File: src/design/waveform_column_envelope_macros.svh
`ifndef WAVEFORM_COLUMN_ENVELOPE_MACROS_SVH
`define WAVEFORM_COLUMN_ENVELOPE_MACROS_SVH

// The condition must never hold while the block is out of reset.
`define WCE_ASSERT_NEVER(label, clk, rst, cond, msg) \
   label: assert property (@(posedge clk) disable iff (rst) !(cond)) else $error(msg);

// The consequence must hold in the cycle after the trigger, reset included.
`define WCE_ASSERT_AFTER(label, clk, trig, cond, msg) \
   label: assert property (@(posedge clk) (trig) |=> (cond)) else $error(msg);

`endif

File: src/design/wce_pkg.sv
`timescale 1ns / 1ps

package wce_pkg;

   localparam int SAMPLE_BITS = 16;
   localparam int COUNT_BITS  = 20;
   localparam int MAX_COLUMNS = 256;

   localparam int COL_W    = 9;
   localparam int SUM_W    = 32;
   localparam int ROOT_W   = SUM_W / 2;
   localparam int HEIGHT_W = 8;
   localparam int ROW_W    = 9;
   localparam int PANEL_W  = 8;
   localparam int ORIGIN_W = 8;

   localparam int CSR_INDEX_W = 3;
   localparam int CSR_DATA_W  = COUNT_BITS;

   localparam int JOB_QUEUE_DEPTH = 4;

   localparam logic OP_START  = 1'b0;
   localparam logic OP_SAMPLE = 1'b1;

   typedef enum logic [CSR_INDEX_W-1:0] {
      REG_BUFFER_LENGTH = 3'd0,
      REG_COLUMN_COUNT  = 3'd1,
      REG_PANEL_HEIGHT  = 3'd2,
      REG_X_ORIGIN      = 3'd3,
      REG_Y_ORIGIN      = 3'd4
   } csr_reg_type;

   typedef struct packed {
      logic                          opcode;
      logic signed [SAMPLE_BITS-1:0] sample;
   } wce_req_type;

   typedef struct packed {
      logic [ROW_W-1:0]    screen_column;
      logic [HEIGHT_W-1:0] column_height;
      logic [ROW_W-1:0]    first_row;
      logic [ROW_W-1:0]    last_row;
   } wce_rsp_type;

   typedef struct packed {
      logic [COUNT_BITS-1:0] buffer_length;
      logic [COL_W-1:0]      column_count;
      logic [PANEL_W-1:0]    panel_height;
      logic [ORIGIN_W-1:0]   x_origin;
      logic [ORIGIN_W-1:0]   y_origin;
   } wce_cfg_type;

   typedef struct packed {
      logic [SUM_W-1:0]      sum;
      logic [COUNT_BITS-1:0] bucket;
      logic [COL_W-1:0]      column;
   } wce_job_type;

   typedef struct packed {
      logic        valid;
      wce_job_type job;
   } wce_push_type;

   typedef struct packed {
      logic empty;
      logic full;
   } wce_queue_status_type;

endpackage

File: src/design/waveform_column_envelope.sv
// Waveform column envelope: reduces a stream of audio samples to one column per
// bucket for an overview panel.
// Configuration is written on the csr_ channel, which is always ready; write only
// while the block is idle. The req_ channel takes a start beat, which latches the
// bucket size, or a sample beat. A start beat with a non-zero column count holds
// req_ready low while a 20-step divider works out the bucket size; sample beats
// are then taken one per cycle while the queue has room.
// A sample beat that completes a bucket hands the column to a four-entry queue.
// The column unit divides the sum by the bucket size, halves the quotient and
// takes its square root; it works on one column at a time and takes the next
// column from the queue only when it is idle.
// When the queue is full, req_ready falls until the column unit frees an entry.
// A stalled receiver holds the result in the output register; the column unit
// waits behind it, and then the queue and the sample side.
// Reset clears the configuration to its defaults, empties the queue and drops
// any redraw in progress; no result is pending after reset.
`timescale 1ns / 1ps
`include "waveform_column_envelope_macros.svh"

module waveform_column_envelope
   import wce_pkg::*;
#(
   parameter int QUEUE_DEPTH = JOB_QUEUE_DEPTH
) (
   input  logic                   clock,
   input  logic                   reset,
   input  logic                   req_valid,
   output logic                   req_ready,
   input  wce_req_type            req_data,
   output logic                   rsp_valid,
   input  logic                   rsp_ready,
   output wce_rsp_type            rsp_data,
   input  logic                   csr_valid,
   output logic                   csr_ready,
   input  logic [CSR_INDEX_W-1:0] csr_index,
   input  logic [CSR_DATA_W-1:0]  csr_data
);

   wce_cfg_type          cfg_ff, cfg_in;
   wce_push_type         job_push;
   wce_job_type          job_head;
   wce_queue_status_type queue_status;
   logic                 queue_pop;

   assign csr_ready = 1'b1;

   always_comb begin
      cfg_in = cfg_ff;
      if (csr_valid && csr_ready) begin
         case (csr_reg_type'(csr_index))
            REG_BUFFER_LENGTH: cfg_in.buffer_length = csr_data[COUNT_BITS-1:0];
            REG_COLUMN_COUNT:  cfg_in.column_count  = csr_data[COL_W-1:0];
            REG_PANEL_HEIGHT:  cfg_in.panel_height  = csr_data[PANEL_W-1:0];
            REG_X_ORIGIN:      cfg_in.x_origin      = csr_data[ORIGIN_W-1:0];
            REG_Y_ORIGIN:      cfg_in.y_origin      = csr_data[ORIGIN_W-1:0];
            default: begin
            end
         endcase
      end
   end

   always_ff @(posedge clock) begin
      if (reset) begin
         cfg_ff.buffer_length <= '0;
         cfg_ff.column_count  <= '0;
         cfg_ff.panel_height  <= PANEL_W'(1);
         cfg_ff.x_origin      <= '0;
         cfg_ff.y_origin      <= '0;
      end else begin
         cfg_ff <= cfg_in;
      end
   end

   wce_front u_front (
      .clock     (clock),
      .reset     (reset),
      .req_valid (req_valid),
      .req_ready (req_ready),
      .req_data  (req_data),
      .cfg       (cfg_ff),
      .queue_full(queue_status.full),
      .push      (job_push)
   );

   wce_queue #(
      .DEPTH(QUEUE_DEPTH)
   ) u_queue (
      .clock (clock),
      .reset (reset),
      .push  (job_push),
      .pop   (queue_pop),
      .head  (job_head),
      .status(queue_status)
   );

   wce_back u_back (
      .clock       (clock),
      .reset       (reset),
      .head        (job_head),
      .queue_status(queue_status),
      .pop         (queue_pop),
      .cfg         (cfg_ff),
      .rsp_valid   (rsp_valid),
      .rsp_ready   (rsp_ready),
      .rsp_data    (rsp_data)
   );

   `WCE_ASSERT_NEVER(a_push_when_full, clock, reset, job_push.valid && queue_status.full, "column pushed into a full queue")
   `WCE_ASSERT_NEVER(a_pop_when_empty, clock, reset, queue_pop && queue_status.empty, "column taken from an empty queue")
   `WCE_ASSERT_AFTER(a_quiet_after_reset, clock, reset, !rsp_valid && !queue_pop, "result or column pending after reset")

endmodule

File: src/design/wce_div.sv
`timescale 1ns / 1ps

module wce_div
   import wce_pkg::*;
#(
   parameter int NUM_W = COUNT_BITS,
   parameter int DEN_W = COL_W
) (
   input  logic             clock,
   input  logic             reset,
   input  logic             start,
   input  logic [NUM_W-1:0] numerator,
   input  logic [DEN_W-1:0] denominator,
   output logic             done,
   output logic [NUM_W-1:0] quotient
);

   localparam int CNT_W = $clog2(NUM_W + 1);

   logic [NUM_W-1:0] quot_ff, quot_in;
   logic [DEN_W-1:0] rem_ff, rem_in;
   logic [DEN_W-1:0] den_ff, den_in;
   logic [CNT_W-1:0] count_ff, count_in;
   logic             busy_ff, busy_in;
   logic             done_ff, done_in;
   logic [DEN_W:0]   rem_shift;
   logic [DEN_W:0]   rem_diff;
   logic             fits;

   assign rem_shift = {rem_ff, quot_ff[NUM_W-1]};
   assign rem_diff  = rem_shift - {1'b0, den_ff};
   assign fits      = rem_shift >= {1'b0, den_ff};

   always_comb begin
      quot_in  = quot_ff;
      rem_in   = rem_ff;
      den_in   = den_ff;
      count_in = count_ff;
      busy_in  = busy_ff;
      done_in  = 1'b0;
      if (start) begin
         quot_in  = numerator;
         rem_in   = '0;
         den_in   = denominator;
         count_in = CNT_W'(NUM_W);
         busy_in  = 1'b1;
      end else if (busy_ff) begin
         quot_in  = {quot_ff[NUM_W-2:0], fits};
         rem_in   = fits ? rem_diff[DEN_W-1:0] : rem_shift[DEN_W-1:0];
         count_in = count_ff - 1'b1;
         if (count_ff == CNT_W'(1)) begin
            busy_in = 1'b0;
            done_in = 1'b1;
         end
      end
   end

   always_ff @(posedge clock) begin
      if (reset) begin
         count_ff <= '0;
         busy_ff  <= 1'b0;
         done_ff  <= 1'b0;
      end else begin
         count_ff <= count_in;
         busy_ff  <= busy_in;
         done_ff  <= done_in;
      end
   end

   always_ff @(posedge clock) begin
      quot_ff <= quot_in;
      rem_ff  <= rem_in;
      den_ff  <= den_in;
   end

   assign done     = done_ff;
   assign quotient = quot_ff;

endmodule

File: src/design/wce_front.sv
`timescale 1ns / 1ps

module wce_front
   import wce_pkg::*;
(
   input  logic         clock,
   input  logic         reset,
   input  logic         req_valid,
   output logic         req_ready,
   input  wce_req_type  req_data,
   input  wce_cfg_type  cfg,
   input  logic         queue_full,
   output wce_push_type push
);

   typedef enum logic [1:0] {
      F_READY  = 2'b01,
      F_DIVIDE = 2'b10
   } front_state_type;

   front_state_type       state_ff, state_in;
   logic [COUNT_BITS-1:0] bucket_ff, bucket_in;
   logic [COUNT_BITS-1:0] index_ff, index_in;
   logic [COUNT_BITS-1:0] fill_ff, fill_in;
   logic [COL_W-1:0]      column_ff, column_in;
   logic [SUM_W-1:0]      sum_ff, sum_in;
   logic                  active_ff, active_in;

   logic                   accept;
   logic [COL_W-1:0]       limit;
   logic [SAMPLE_BITS-1:0] raw_bits;
   logic [SAMPLE_BITS-1:0] mag;
   logic [SAMPLE_BITS-1:0] mag_used;
   logic [SUM_W-1:0]       sum_next;
   logic [COUNT_BITS-1:0]  index_next;
   logic [COUNT_BITS-1:0]  fill_next;
   logic [COL_W-1:0]       column_next;
   logic                   div_start;
   logic                   div_done;
   logic [COUNT_BITS-1:0]  div_quotient;

   assign req_ready = (state_ff == F_READY) && !queue_full;
   assign accept    = req_valid && req_ready;
   assign limit     = (cfg.column_count > COL_W'(MAX_COLUMNS)) ? COL_W'(MAX_COLUMNS)
                                                                : cfg.column_count;

   assign raw_bits = req_data.sample;
   assign mag      = raw_bits[SAMPLE_BITS-1]
                     ? (~raw_bits) + {{(SAMPLE_BITS-1){1'b0}}, 1'b1}
                     : raw_bits;
   assign mag_used = (index_ff < cfg.buffer_length) ? mag : '0;
   assign sum_next = sum_ff + {{(SUM_W-SAMPLE_BITS){1'b0}}, mag_used};

   assign index_next  = (&index_ff) ? index_ff : index_ff + 1'b1;
   assign fill_next   = (&fill_ff) ? fill_ff : fill_ff + 1'b1;
   assign column_next = column_ff + 1'b1;

   assign div_start = accept && (req_data.opcode == OP_START) && (limit != '0);

   wce_div #(
      .NUM_W(COUNT_BITS),
      .DEN_W(COL_W)
   ) u_div (
      .clock      (clock),
      .reset      (reset),
      .start      (div_start),
      .numerator  (cfg.buffer_length),
      .denominator(limit),
      .done       (div_done),
      .quotient   (div_quotient)
   );

   always_comb begin
      state_in        = state_ff;
      bucket_in       = bucket_ff;
      index_in        = index_ff;
      fill_in         = fill_ff;
      column_in       = column_ff;
      sum_in          = sum_ff;
      active_in       = active_ff;
      push.valid      = 1'b0;
      push.job.sum    = sum_next;
      push.job.bucket = bucket_ff;
      push.job.column = column_ff;
      case (state_ff)
         F_READY: begin
            if (accept) begin
               if (req_data.opcode == OP_START) begin
                  index_in  = '0;
                  fill_in   = '0;
                  column_in = '0;
                  sum_in    = '0;
                  active_in = 1'b1;
                  if (limit == '0) begin
                     bucket_in = COUNT_BITS'(1);
                  end else begin
                     state_in = F_DIVIDE;
                  end
               end else if (active_ff) begin
                  if (column_ff >= limit) begin
                     active_in = 1'b0;
                  end else begin
                     sum_in   = sum_next;
                     index_in = index_next;
                     fill_in  = fill_next;
                     if (fill_next >= bucket_ff) begin
                        push.valid = 1'b1;
                        column_in  = column_next;
                        sum_in     = '0;
                        fill_in    = '0;
                        if (column_next >= limit) begin
                           active_in = 1'b0;
                        end
                     end
                  end
               end
            end
         end
         F_DIVIDE: begin
            if (div_done) begin
               bucket_in = (div_quotient == '0) ? COUNT_BITS'(1) : div_quotient;
               state_in  = F_READY;
            end
         end
         default: begin
            state_in = F_READY;
         end
      endcase
   end

   always_ff @(posedge clock) begin
      if (reset) begin
         state_ff  <= F_READY;
         bucket_ff <= COUNT_BITS'(1);
         index_ff  <= '0;
         fill_ff   <= '0;
         column_ff <= '0;
         sum_ff    <= '0;
         active_ff <= 1'b0;
      end else begin
         state_ff  <= state_in;
         bucket_ff <= bucket_in;
         index_ff  <= index_in;
         fill_ff   <= fill_in;
         column_ff <= column_in;
         sum_ff    <= sum_in;
         active_ff <= active_in;
      end
   end

endmodule

File: src/design/wce_queue.sv
`timescale 1ns / 1ps

module wce_queue
   import wce_pkg::*;
#(
   parameter int DEPTH = JOB_QUEUE_DEPTH
) (
   input  logic                 clock,
   input  logic                 reset,
   input  wce_push_type         push,
   input  logic                 pop,
   output wce_job_type          head,
   output wce_queue_status_type status
);

   localparam int PTR_W = $clog2(DEPTH);
   localparam int CNT_W = $clog2(DEPTH + 1);

   wce_job_type      slots_ff [DEPTH];
   logic [PTR_W-1:0] wr_ptr_ff, wr_ptr_in;
   logic [PTR_W-1:0] rd_ptr_ff, rd_ptr_in;
   logic [CNT_W-1:0] count_ff, count_in;

   always_comb begin
      wr_ptr_in = wr_ptr_ff;
      rd_ptr_in = rd_ptr_ff;
      count_in  = count_ff;
      if (push.valid) begin
         wr_ptr_in = (wr_ptr_ff == PTR_W'(DEPTH - 1)) ? '0 : wr_ptr_ff + 1'b1;
      end
      if (pop) begin
         rd_ptr_in = (rd_ptr_ff == PTR_W'(DEPTH - 1)) ? '0 : rd_ptr_ff + 1'b1;
      end
      if (push.valid && !pop) begin
         count_in = count_ff + 1'b1;
      end else if (pop && !push.valid) begin
         count_in = count_ff - 1'b1;
      end
   end

   always_ff @(posedge clock) begin
      if (reset) begin
         wr_ptr_ff <= '0;
         rd_ptr_ff <= '0;
         count_ff  <= '0;
      end else begin
         wr_ptr_ff <= wr_ptr_in;
         rd_ptr_ff <= rd_ptr_in;
         count_ff  <= count_in;
      end
   end

   always_ff @(posedge clock) begin
      if (push.valid) begin
         slots_ff[wr_ptr_ff] <= push.job;
      end
   end

   assign head         = slots_ff[rd_ptr_ff];
   assign status.empty = (count_ff == '0);
   assign status.full  = (count_ff == CNT_W'(DEPTH));

endmodule

File: src/design/wce_back.sv
`timescale 1ns / 1ps

module wce_back
   import wce_pkg::*;
(
   input  logic                 clock,
   input  logic                 reset,
   input  wce_job_type          head,
   input  wce_queue_status_type queue_status,
   output logic                 pop,
   input  wce_cfg_type          cfg,
   output logic                 rsp_valid,
   input  logic                 rsp_ready,
   output wce_rsp_type          rsp_data
);

   localparam int REM_W  = ROOT_W + 2;
   localparam int STEP_W = $clog2(ROOT_W);

   typedef enum logic [3:0] {
      B_IDLE   = 4'b0001,
      B_DIVIDE = 4'b0010,
      B_ROOT   = 4'b0100,
      B_EMIT   = 4'b1000
   } back_state_type;

   back_state_type    state_ff, state_in;
   logic [COL_W-1:0]  column_ff, column_in;
   logic [SUM_W-1:0]  operand_ff, operand_in;
   logic [ROOT_W-1:0] root_ff, root_in;
   logic [REM_W-1:0]  rem_ff, rem_in;
   logic [STEP_W-1:0] step_ff, step_in;
   logic              rsp_valid_ff, rsp_valid_in;
   wce_rsp_type       rsp_data_ff, rsp_data_in;

   logic                 div_done;
   logic [SUM_W-1:0]     div_quotient;
   logic [REM_W-1:0]     rem_cat;
   logic [REM_W-1:0]     trial;
   logic                 take;
   logic [HEIGHT_W-1:0]  height;
   logic [PANEL_W-1:0]   panel;
   logic [PANEL_W-1:0]   mid;
   logic [PANEL_W-1:0]   panel_last;
   logic [PANEL_W-1:0]   top;
   logic [PANEL_W:0]     bot_sum;
   logic [PANEL_W-1:0]   bot;
   wce_rsp_type          result;

   assign pop = (state_ff == B_IDLE) && !queue_status.empty;

   wce_div #(
      .NUM_W(SUM_W),
      .DEN_W(COUNT_BITS)
   ) u_div (
      .clock      (clock),
      .reset      (reset),
      .start      (pop),
      .numerator  (head.sum),
      .denominator(head.bucket),
      .done       (div_done),
      .quotient   (div_quotient)
   );

   assign rem_cat = {rem_ff[REM_W-3:0], operand_ff[SUM_W-1:SUM_W-2]};
   assign trial   = {root_ff, 2'b01};
   assign take    = rem_cat >= trial;

   assign height     = (|root_ff[ROOT_W-1:HEIGHT_W]) ? {HEIGHT_W{1'b1}}
                                                     : root_ff[HEIGHT_W-1:0];
   assign panel      = (cfg.panel_height == '0) ? PANEL_W'(1) : cfg.panel_height;
   assign mid        = panel >> 1;
   assign panel_last = panel - 1'b1;
   assign top        = (mid > height) ? mid - height : '0;
   assign bot_sum    = {1'b0, mid} + {1'b0, height};
   assign bot        = (bot_sum > {1'b0, panel_last}) ? panel_last : bot_sum[PANEL_W-1:0];

   assign result.screen_column = ROW_W'(cfg.x_origin) + column_ff;
   assign result.column_height = height;
   assign result.first_row     = ROW_W'(cfg.y_origin) + ROW_W'(top);
   assign result.last_row      = ROW_W'(cfg.y_origin) + ROW_W'(bot);

   always_comb begin
      state_in     = state_ff;
      column_in    = column_ff;
      operand_in   = operand_ff;
      root_in      = root_ff;
      rem_in       = rem_ff;
      step_in      = step_ff;
      rsp_valid_in = rsp_valid_ff && !rsp_ready;
      rsp_data_in  = rsp_data_ff;
      case (state_ff)
         B_IDLE: begin
            if (pop) begin
               column_in = head.column;
               state_in  = B_DIVIDE;
            end
         end
         B_DIVIDE: begin
            if (div_done) begin
               operand_in = {1'b0, div_quotient[SUM_W-1:1]};
               root_in    = '0;
               rem_in     = '0;
               step_in    = STEP_W'(ROOT_W - 1);
               state_in   = B_ROOT;
            end
         end
         B_ROOT: begin
            operand_in = {operand_ff[SUM_W-3:0], 2'b00};
            root_in    = {root_ff[ROOT_W-2:0], take};
            rem_in     = take ? rem_cat - trial : rem_cat;
            step_in    = step_ff - 1'b1;
            if (step_ff == '0) begin
               state_in = B_EMIT;
            end
         end
         B_EMIT: begin
            if (!rsp_valid_ff || rsp_ready) begin
               rsp_valid_in = 1'b1;
               rsp_data_in  = result;
               state_in     = B_IDLE;
            end
         end
         default: begin
            state_in = B_IDLE;
         end
      endcase
   end

   always_ff @(posedge clock) begin
      if (reset) begin
         state_ff     <= B_IDLE;
         step_ff      <= '0;
         rsp_valid_ff <= 1'b0;
      end else begin
         state_ff     <= state_in;
         step_ff      <= step_in;
         rsp_valid_ff <= rsp_valid_in;
      end
   end

   always_ff @(posedge clock) begin
      column_ff   <= column_in;
      operand_ff  <= operand_in;
      root_ff     <= root_in;
      rem_ff      <= rem_in;
      rsp_data_ff <= rsp_data_in;
   end

   assign rsp_valid = rsp_valid_ff;
   assign rsp_data  = rsp_data_ff;

endmodule

File: config.mk
export PLATFORM = sky130hd
export DESIGN_NAME = waveform_column_envelope
export DESIGN_NICKNAME = d
export VERILOG_FILES = /design/src/design/wce_pkg.sv /design/src/design/waveform_column_envelope.sv /design/src/design/wce_div.sv /design/src/design/wce_front.sv /design/src/design/wce_queue.sv /design/src/design/wce_back.sv
export VERILOG_INCLUDE_DIRS = /design/src /design/src/design
export SDC_FILE = /design/constraint.sdc
export NUM_CORES = 1
export LEC_CHECK = 0
export BUFFER_PORTS_ARGS = -buffer_cell sky130_fd_sc_hd__buf_2
export CORE_MARGIN = 4
export CORE_UTILIZATION = 50
export CTS_BUF_LIST = sky130_fd_sc_hd__clkbuf_4
export CTS_CLUSTER_DIAMETER = 40
export DETAILED_ROUTE_END_ITERATION = 16
export HOLD_SLACK_MARGIN = 0.15
export PLACE_DENSITY = 0.71
export SETUP_SLACK_MARGIN = 0.5
export SLEW_MARGIN = 15
export SYNTH_ARGS = -nofsm -noshare
export SYNTH_HDL_FRONTEND = slang
export SYNTH_SLANG_ARGS = --single-unit
File: constraint.sdc
create_clock -name clock -period 7.4 [get_ports clock]
set_input_delay 1.48 -clock clock [delete_from_list [all_inputs] [get_ports clock]]
set_output_delay 1.48 -clock clock [all_outputs]
set_load 0.05 [all_outputs]
After elaboration in Yosys (flattened, before gate mapping)
Memory sizes are Yosys's and may differ from the RTL's. A register that Yosys moved wholly into a read port is not among the register bits.
Index checks and enable logic that the tools add are counted.
Cells by class
  add/sub/neg operators: 21
  multipliers: 0
  divide/modulo/power cells: 0
  magnitude comparators: 10
  eq/ne operators: 28
  shift-type cells: 0
  muxes and demuxes: 88
  bitwise operators: 4
  reductions and logical operators: 49
Operators by type and width (count)
  20-bit two-way mux: 17
  32-bit two-way mux: 7
  16-bit two-way mux: 5
  16-bit case mux with 2 select lines: 2
  32-bit case mux with 2 select lines: 1
  9-bit two-way mux: 6
  20-bit by 1-bit adder with 20-bit output (second input constant): 2
  20-bit case mux with 2 select lines: 1
  20-bit AND reduction: 2
  32-bit by 16-bit adder with 32-bit output: 1
  8-bit two-way mux: 4
  1-bit two-way mux: 23
  21-bit by 20-bit >= comparator with 1-bit output: 1
  20-bit >= comparator: 1
  20-bit logical NOT: 1
  20-bit less-than comparator: 1
  4-bit two-way mux: 5
  20-bit subtractor: 1
  8-bit by 8-bit adder with 9-bit output: 2
  18-bit >= comparator: 1
  9-bit >= comparator: 2
  2-bit AND reduction: 9
  16-bit by 1-bit adder with 16-bit output (second input constant): 1
  2-bit two-way mux: 8
  52 further kinds: 96
Storage, ports and cells
  register bits: 406
  latch bits: 0
  memory bits (writable): 244
  memory bits (read-only): 0
  bits of input ports: 45
  output and inout bits: 38
  word-level logic and storage cells: 241
  memories kept: 1
Memories
  u_queue.slots_ff: depth 4, width 61, read ports 1, clocked after Yosys merged registers in 1, write ports 1, line wce_queue.sv:19  | wce_job_type slots_ff [DEPTH];

Depth between registers and ports, before layout
Gate-level depths: netlist (run 1).
  depth after elaboration: 13
  depth in mapped cells: 27
  mapped depth without buffers: 26

Cells and area by module
From an unflattened synthesis (run 1), not the netlist that was laid out.
Second synthesis, totals
  cells, all modules: 2832
  area, all modules: 32914.1 µm²
By module, submodules not included
  wce_queue: times used 1, cells each 363, area an instance 9310.2 µm², seq. area each 7507.2 µm²
  wce_front: times used 1, cells each 987, area an instance 7602.3 µm², seq. area each 2082.0 µm²
  wce_back: times used 1, cells each 705, area an instance 7151.9 µm², seq. area each 3423.3 µm²
  wce_div at u_back.u_div: times used 1, cells each 389, area an instance 4305.4 µm², seq. area each 2122.0 µm²
  wce_div at u_front.u_div: times used 1, cells each 187, area an instance 2336.0 µm², seq. area each 1191.1 µm²
  waveform_column_envelope: times used 1, cells each 201, area an instance 2208.4 µm², seq. area each 1061.0 µm²

Worst setup path after synthesis (run 1)
OpenSTA, ideal clock, no wires.
  kind: register -> register
  start point: register u_back.state_ff[1]
  end point: register u_back.step_ff[2]
  setup time: 91 ps
  data arrival time: 6275 ps
  data required time: 7309 ps
  slack: 1034 ps
  stages on the path, launching flop included: 7
  buffers on the path: 1
  clock period less this slack: 6366 ps
  cell sequence: dfxtp_1 clkbuf_1 nand3b_1 a211oi_1 o21a_1 nor2_1 a311oi_1
On the way
  cells in the longest elaborated chain, start to end: 3
  elaborated cells on any way between the ends: 6
  classes of those cells: 3 x eq/ne; 1 x mux; 2 x reduce/logical
Ends and longest elaborated chain
  from (decl): line wce_back.sv:27  | back_state_type state_ff, state_in;
  from (signal assigned): line wce_back.sv:136  | state_ff <= state_in;
  4-bit by 2-bit equality test with 1-bit output or 4-bit by 3-bit equality test with 1-bit output (tied branches): line wce_back.sv:92  | case (state_ff)
  2-bit inequality test (no source line) or 2-bit nonzero test (tied branches)
  2-bit AND reduction (no source line)
  to (signal assigned): line wce_back.sv:137  | step_ff <= step_in;
  to (decl): line wce_back.sv:32  | logic [STEP_W-1:0] step_ff, step_in;
Several ways; a longest one is shown, not always the timed one.
A chain may end at the register's enable or synchronous reset.

==> results of run 1 <==
## worst min path at each step
stage | from | endpoint | slack (ns) | depth (start not counted)
floorplan | cfg_ff[34]$_SDFFE_PP0P_ | cfg_ff[34]$_SDFFE_PP0P_ | 0.44 | 2
global placement | cfg_ff[44]$_SDFFE_PP0P_ | cfg_ff[44]$_SDFFE_PP0P_ | 0.45 | 2
detailed placement | cfg_ff[12]$_SDFFE_PP0P_ | cfg_ff[12]$_SDFFE_PP0P_ | 0.45 | 2
CTS | cfg_ff[12]$_SDFFE_PP0P_ | cfg_ff[12]$_SDFFE_PP0P_ | 0.46 | 2
global route | cfg_ff[51]$_SDFFE_PP0P_ | cfg_ff[51]$_SDFFE_PP0P_ | 0.47 | 2
finish | cfg_ff[51]$_SDFFE_PP0P_ | cfg_ff[51]$_SDFFE_PP0P_ | 0.46 | 2
## worst reg2reg max path: stages, from the launching register on
cell,delay (ns)
edfxtp_1,0.41
nor4_2,0.67
nand3_1,0.32
ha_1,0.30
fa_1,0.42
a21o_1,0.20
a21oi_1,0.22
o21bai_1,0.10
a21oi_1,0.22
xor2_1,0.22
inv_1,0.07
ha_1,0.30
a211oi_1,0.23
o22a_1,0.48
mux2i_1,0.28
ha_1,0.19
inv_1,0.05
fa_1,0.40
inv_1,0.07
a21oi_1,0.05
o21ai_0,0.28
a21oi_1,0.12
o21bai_1,0.20
a21o_1,0.14
a21o_1,0.10
## cell families (layout without fill, tap and decap cells)
kind of cell               after synthesis  after routing  synth area share (%)
adders and majority gates              191            191                  7.70
other                                    1              5                0.0117
buffers and inverters                  303            609                  3.79
AOI/OAI and AO/OA                      536            536                  10.8
xor gates and xnor gates               153            153                  4.20
muxes                                  108            108                  5.79
DFF                                    652            652                  54.5
and+or+nand+nor                        936            936                  13.2
## layout make-up
class | count | area, um^2
diodes | 4 | 10.0
clock buffers | 261 | 1960
clock inverters | 59 | 427
fillers | 5227 | 27700
inverters | 182 | 683
multi-input cells | 1925 | 13400
flip-flops and latches | 652 | 17400
well taps | 846 | 1060
repair buffers | 107 | 603
## sequential cells by signal, indices dropped and copies added, names as in the netlist, 32 cells and up, named ones only
register               flops
u_back.rsp_data           35
u_queue.slots_ff         244
cfg_ff                    53
u_back.operand_ff         32
u_front.sum_ff            32
u_back.u_div.quotient     32
## cells in the final DEF (no fill, tap or decap), drive strengths merged, types with 33 or more instances in the layout
cell	n
mux2i	43
xnor2	105
edfxtp	433
clkinv	49
a22oi	39
xor2	48
a21o	46
inv	185
nand3	60
buf	107
nor3	37
o21ai	112
ha	182
nor4	33
nand2b	36
clkbuf	261
nand2	406
mux4	61
a21oi	184
nor2	232
dfxtp	219
## report_power, final
| group | switching [W] | internal (W) |
|---|---|---|
| registers | 0.000222 | 0.00435 |
| clock network | 0.00148 | 0.00183 |
| logic | 0.00143 | 0.000891 |
## through the flow
step | util (%) | setup WS (ns) | hold WS, ns | power (W)
2_1_floorplan | - | 1.03 | 0.436 | 0.00639
3_3_place_gp | 52.4 | 1.16 | 0.445 | 0.00687
3_5_place_dp | 52.4 | 0.963 | 0.452 | 0.00695
4_1_cts | 56.2 | 0.936 | 0.463 | 0.0103
5_1_grt | 56.2 | 0.708 | 0.475 | 0.0108
6_report | 56.2 | 1.26 | 0.459 | 0.0102
## layer usage
metal,vias up,global-route usage [%]
li1,10785,-
met1,10687,26.9
met5,-,0
met3,116,4.43
met2,531,33.8
met4,0,6.80
==> reports/metrics.csv, run 1 <==
metric,value,unit
area share of the largest cell type after synthesis,40.7,%
WL met3,3280,um
routed via count,22119,
cts repair resizes,0,
first-pass GRT wire length,113000,um
share of layout cells above drive strength 1,16.2,%
drt drc,0,
fin nets,3275,
Crit. path cell count,24,
initial antenna violation count,2,
Setup Buffers After CTS,0,
IO Count,83,
slowest CP cell,nor4_2,
first drt pass iteration count,7,
Worst path most repeated cell,a21oi_1,
row cnt,92,
r2r setup slk,1.26,ns
warnings from Yosys,0,
Avg Inst Size Synth,11.1,um^2
ys async rst share,0,%
cts bufs inserted,171,
crit path to,u_back.rsp_data[8]$_DFFE_PP_,
vias in the first global route,22708,
Mapped Cells,2880,
wire length per cell,17.0,um
met1 wire length,31000,um
"Distinct cells, synth",79,
later-pin clock latency in the skew report,0.99,ns
CP endpoint kind,flip-flop,
crit path launch,u_back.root_ff[13]$_SDFFCE_PN0P_,
number of synthesized flops with an enable pin,433,
status,"finished, final reports clean",
fin cells,4036,
syn_nets,3116,
placed cell area,0.0331,mm^2
Synth Cell Area,0.0319,mm^2
# setup viols final,0,
"area leader, netlist",edfxtp_1,
Setup TNS Final,0,ns
"top cells by area, synth","edfxtp_1 (41%), dfxtp_1 (14%), ha_1 (7.1%)",
CTS Root Cell,clkbuf_4,
Hold Fails Final Rpt,0,
die area,0.0680,mm^2
data arrival time of the worst path,6.99,ns
sequential fraction of the synthesis area,54.5,%
Top delay family on crit path,compound AO/OA/AOI/OAI gates,
synth-to-layout area growth,11.2,%
PwrDens,287,mW/mm^2
clk sinks,652,
Leakage,14.0,nW
final worst path period share,82.9,%
relative slew slack,29.6,%
All-Layer GR Usage,20.4,%
Final Routed Wirelength,68600,um
CTS tree,done,
clock buffer depth,3,
ys flop type,edfxtp_1,
IO Port Bufs,81,
Fmax,163,MHz
grt ovf,0,
Initial DRC Count,1457,
Vias/cell,5.48,
reg2reg start,u_back.root_ff[13]$_SDFFCE_PN0P_,
top-count cell post-synth,edfxtp_1,
largest net degree at the start of global routing,77,
Setup CP Type,flip-flop to flip-flop,
placed cell count,3712,
RD Place Congestion,0.877,
Final HPWL DP,47200,um
Final ANT Viol Nets,0,
Buf/Inv on CP,3,
initial core utilization,50.5,%
"slowest stage delay, CP",0.67,ns
reg-to-reg critical path endpoint,u_back.rsp_data[8]$_DFFE_PP_,
WP data required,8.26,ns
Period minus WS final,6.14,ns
fin. max-slew vios,0,
Reg2Reg Depth,24,
element type at the critical path start,flip-flop,
quantity of hold-fixing buffers added after cts,0,
RSZ-0062 raised after global routing,no,
Commonest cells post-synth,"edfxtp_1 (433), nand2_1 (406), nor2_1 (231)",
Layout Skew,0.0672,ns
Final Cell Area,0.0355,mm^2
H-tree levels,4,
Max Fanout on Critical Path,9,
critical path cell sequence,"nor4_2, nand3_1, ha_1, fa_1, a21o_1, a21oi_1, o21bai_1, a21oi_1, xor2_1, inv_1, ha_1, a211oi_1, o22a_1, mux2i_1, ha_1, inv_1, fa_1, inv_1, a21oi_1, o21ai_0, a21oi_1, o21bai_1, a21o_1, a21o_1",
worst-margin pin slew,1.05,ns
core area,0.0632,mm^2
max-cap violations,0,
Die X,261,um
worst hold path type,flip-flop to flip-flop,
Max VDD drop,0.183,mV
routed wl met2,33000,um
die height,261,um
top sig layer,met4,
"CTS clk-pin slew, worst paths",0.07,ns
Synth Register Bits,652,
Power figures use the tool's default switching activity.
==> run 2, diff against run 1 <==
Clock period 7.4 ns to 6.2 ns, I/O delays scaled along.
==> reports/metrics.csv, run 2 (same netlist as run 1, synthesis figures left out) <==
metric,value,unit
first drt pass iteration count,6,
Fill cells,5207,
worst-margin pin slew,1.04,ns
CTS tree,done,
final core occ,56.3,%
status,"finished, final reports clean",
Logic pwr share,22.9,%
# setup viols final,0,
IO Count,83,
WP data required,7.06,ns
Clk pwr share,32.0,%
H-tree levels,4,
Power Internal,0.00839,W
PwrDens,340,mW/mm^2
share of layout cells above drive strength 1,16.7,%
"commonest non-fill, non-tap cell in the layout",edfxtp_1,
fin nets,3272,
Final HPWL DP,46400,um
Layout Skew,0.0541,ns
clk sinks,652,
Period minus WS final,5.30,ns
"commonest non-fill, non-tap cells in the layout","edfxtp_1 (433), nand2_1 (406), clkbuf_4 (276), nor2_1 (229), dfxtp_1 (217)",
first-pass GRT wire length,111000,um
Vias/cell,5.50,
synth-to-layout area growth,11.3,%
Hold Fails Final Rpt,0,
area of the multi-input gates,0.0134,mm^2
data arrival time of the worst path,6.17,ns
die height,261,um
later-pin clock latency in the skew report,0.98,ns
Min Hold Slack,0.455,ns
reg2reg start,u_back.root_ff[13]$_SDFFCE_PN0P_,
row cnt,92,
Switching Share,30.5,%
wire length per cell,17.0,um
cts bufs inserted,169,
core area,0.0632,mm^2
drt drc,0,
CP endpoint kind,flip-flop,
largest net degree at the start of global routing,88,
vias in the first global route,22056,
All-Layer GR Usage,20.1,%
"CTS clk-pin slew, worst paths",0.07,ns
Largest Register,u_queue.slots_ff,
sequential cell area,0.0174,mm^2
max FFs per register,244,
sw power,0.00368,W
IO Port Bufs,81,
Initial DRC Count,1567,
routed via count,22147,
Setup TNS Final,0,ns
Final ANT Viol Nets,0,
grt ovf,0,
RD Place Congestion,0.869,
Max VDD drop,0.235,mV
Die X,261,um
RSZ-0062 raised after global routing,no,
slowest CP cell,fa_1,
element type at the critical path start,flip-flop,
Final Routed Wirelength,68500,um
PnR Total Power,0.0121,W
crit path launch,u_back.root_ff[13]$_SDFFCE_PN0P_,
worst hold path type,flip-flop to flip-flop,
worst hold start,cfg_ff[45]$_SDFFE_PP0P_,
relative slew slack,30.3,%
clock buffer depth,3,
die area,0.0680,mm^2
Seq pwr share,45.1,%
CTS Root Cell,clkbuf_4,
initial core utilization,50.5,%
Setup CP Type,flip-flop to flip-flop,
final worst path period share,85.5,%
initial antenna violation count,1,
Leakage,13.9,nW
"slowest stage delay, CP",0.41,ns
fin. max-slew vios,0,
max-cap violations,0,
Fmax,189,MHz
Max Fanout on Critical Path,8,
## run 2: cell types whose count changed in the layout (fill, tap and decap cells not counted), sizes merged
| cell | before | now |
|---|---|---|
| bufinv | 6 | 3 |
| clkinv | 49 | 30 |
| clkbuf | 261 | 276 |
| buf | 107 | 106 |
| clkinvlp | 1 | 4 |
| diode | 4 | 3 |
| inv | 185 | 184 |
## run 2: path summary, 6_finish.rpt
kind | end | slack [ns] | depth (start not counted)
setup / recovery | u_back.rsp_data[8]$_DFFE_PP_ | 0.90 | 26
hold / removal | cfg_ff[45]$_SDFFE_PP0P_ | 0.45 | 2
setup reg to reg | u_back.rsp_data[8]$_DFFE_PP_ | 0.90 | 26
hold reg to reg | cfg_ff[45]$_SDFFE_PP0P_ | 0.45 | 2
## run 2: power by group through the flow
stage                     combinational, W  sequential (W)  clock (W)
after CTS                          0.00276         0.00545    0.00398
after global routing               0.00311         0.00549    0.00422
after global placement             0.00266         0.00553          0
after detailed placement           0.00274         0.00554          0
final                              0.00276         0.00545    0.00386
after floorplan                    0.00220         0.00543          0
## run 2: what timing repair did
item | in CTS | in global routing
gates resized for setup | 1 | 13
hold buffers | 0 | 0
setup endpoints to repair | 3 | 6
pin swaps | 0 | 1
buffers inserted | 0 | 3
gates cloned | 0 | 0
## run 2: final cells by class
class	count	share of cell area, %
clock buffers	276	5.83
inverters	182	1.92
multi-input cells	1925	37.8
clock inverters	39	0.711
repair buffers	106	1.82
flip-flops and latches	652	48.9
well taps	846	2.98
diodes	3	0.0211
## run 2: per-layer routing
layer  global-route usage (%)  vias to the layer above  wire, um
met2                     32.8                      560     32900
met5                        0                        -         0
met1                     26.7                    10706     30400
met3                     4.53                      116      3750
li1                         -                    10765         -
met4                     7.04                        0      1480
## run 2: worst max-delay path, delay by kind of cell, from the launching register on
| family | cells | cell delay (ns) |
|---|---|---|
| buffers and inverters | 4 | 0.41 |
| flip-flops | 1 | 0.40 |
| adder cells (fa/ha/maj) | 5 | 1.57 |
| AND/OR/NAND/NOR | 3 | 0.54 |
| multiplexers | 1 | 0.23 |
| AO/OA/AOI/OAI | 12 | 1.82 |
| XOR/XNOR | 1 | 0.21 |
## run 2: stage by stage
stage / instances / cell area (um^2) / setup WS [ns]
6_report: 4029 / 35500 / 0.897
2_1_floorplan: 2880 / 31900 / 0.670
3_5_place_dp: 3708 / 33100 / 0.375
4_1_cts: 4023 / 35500 / 0.504
3_3_place_gp: 3708 / 33100 / 0.550
5_1_grt: 4027 / 35500 / 0.535
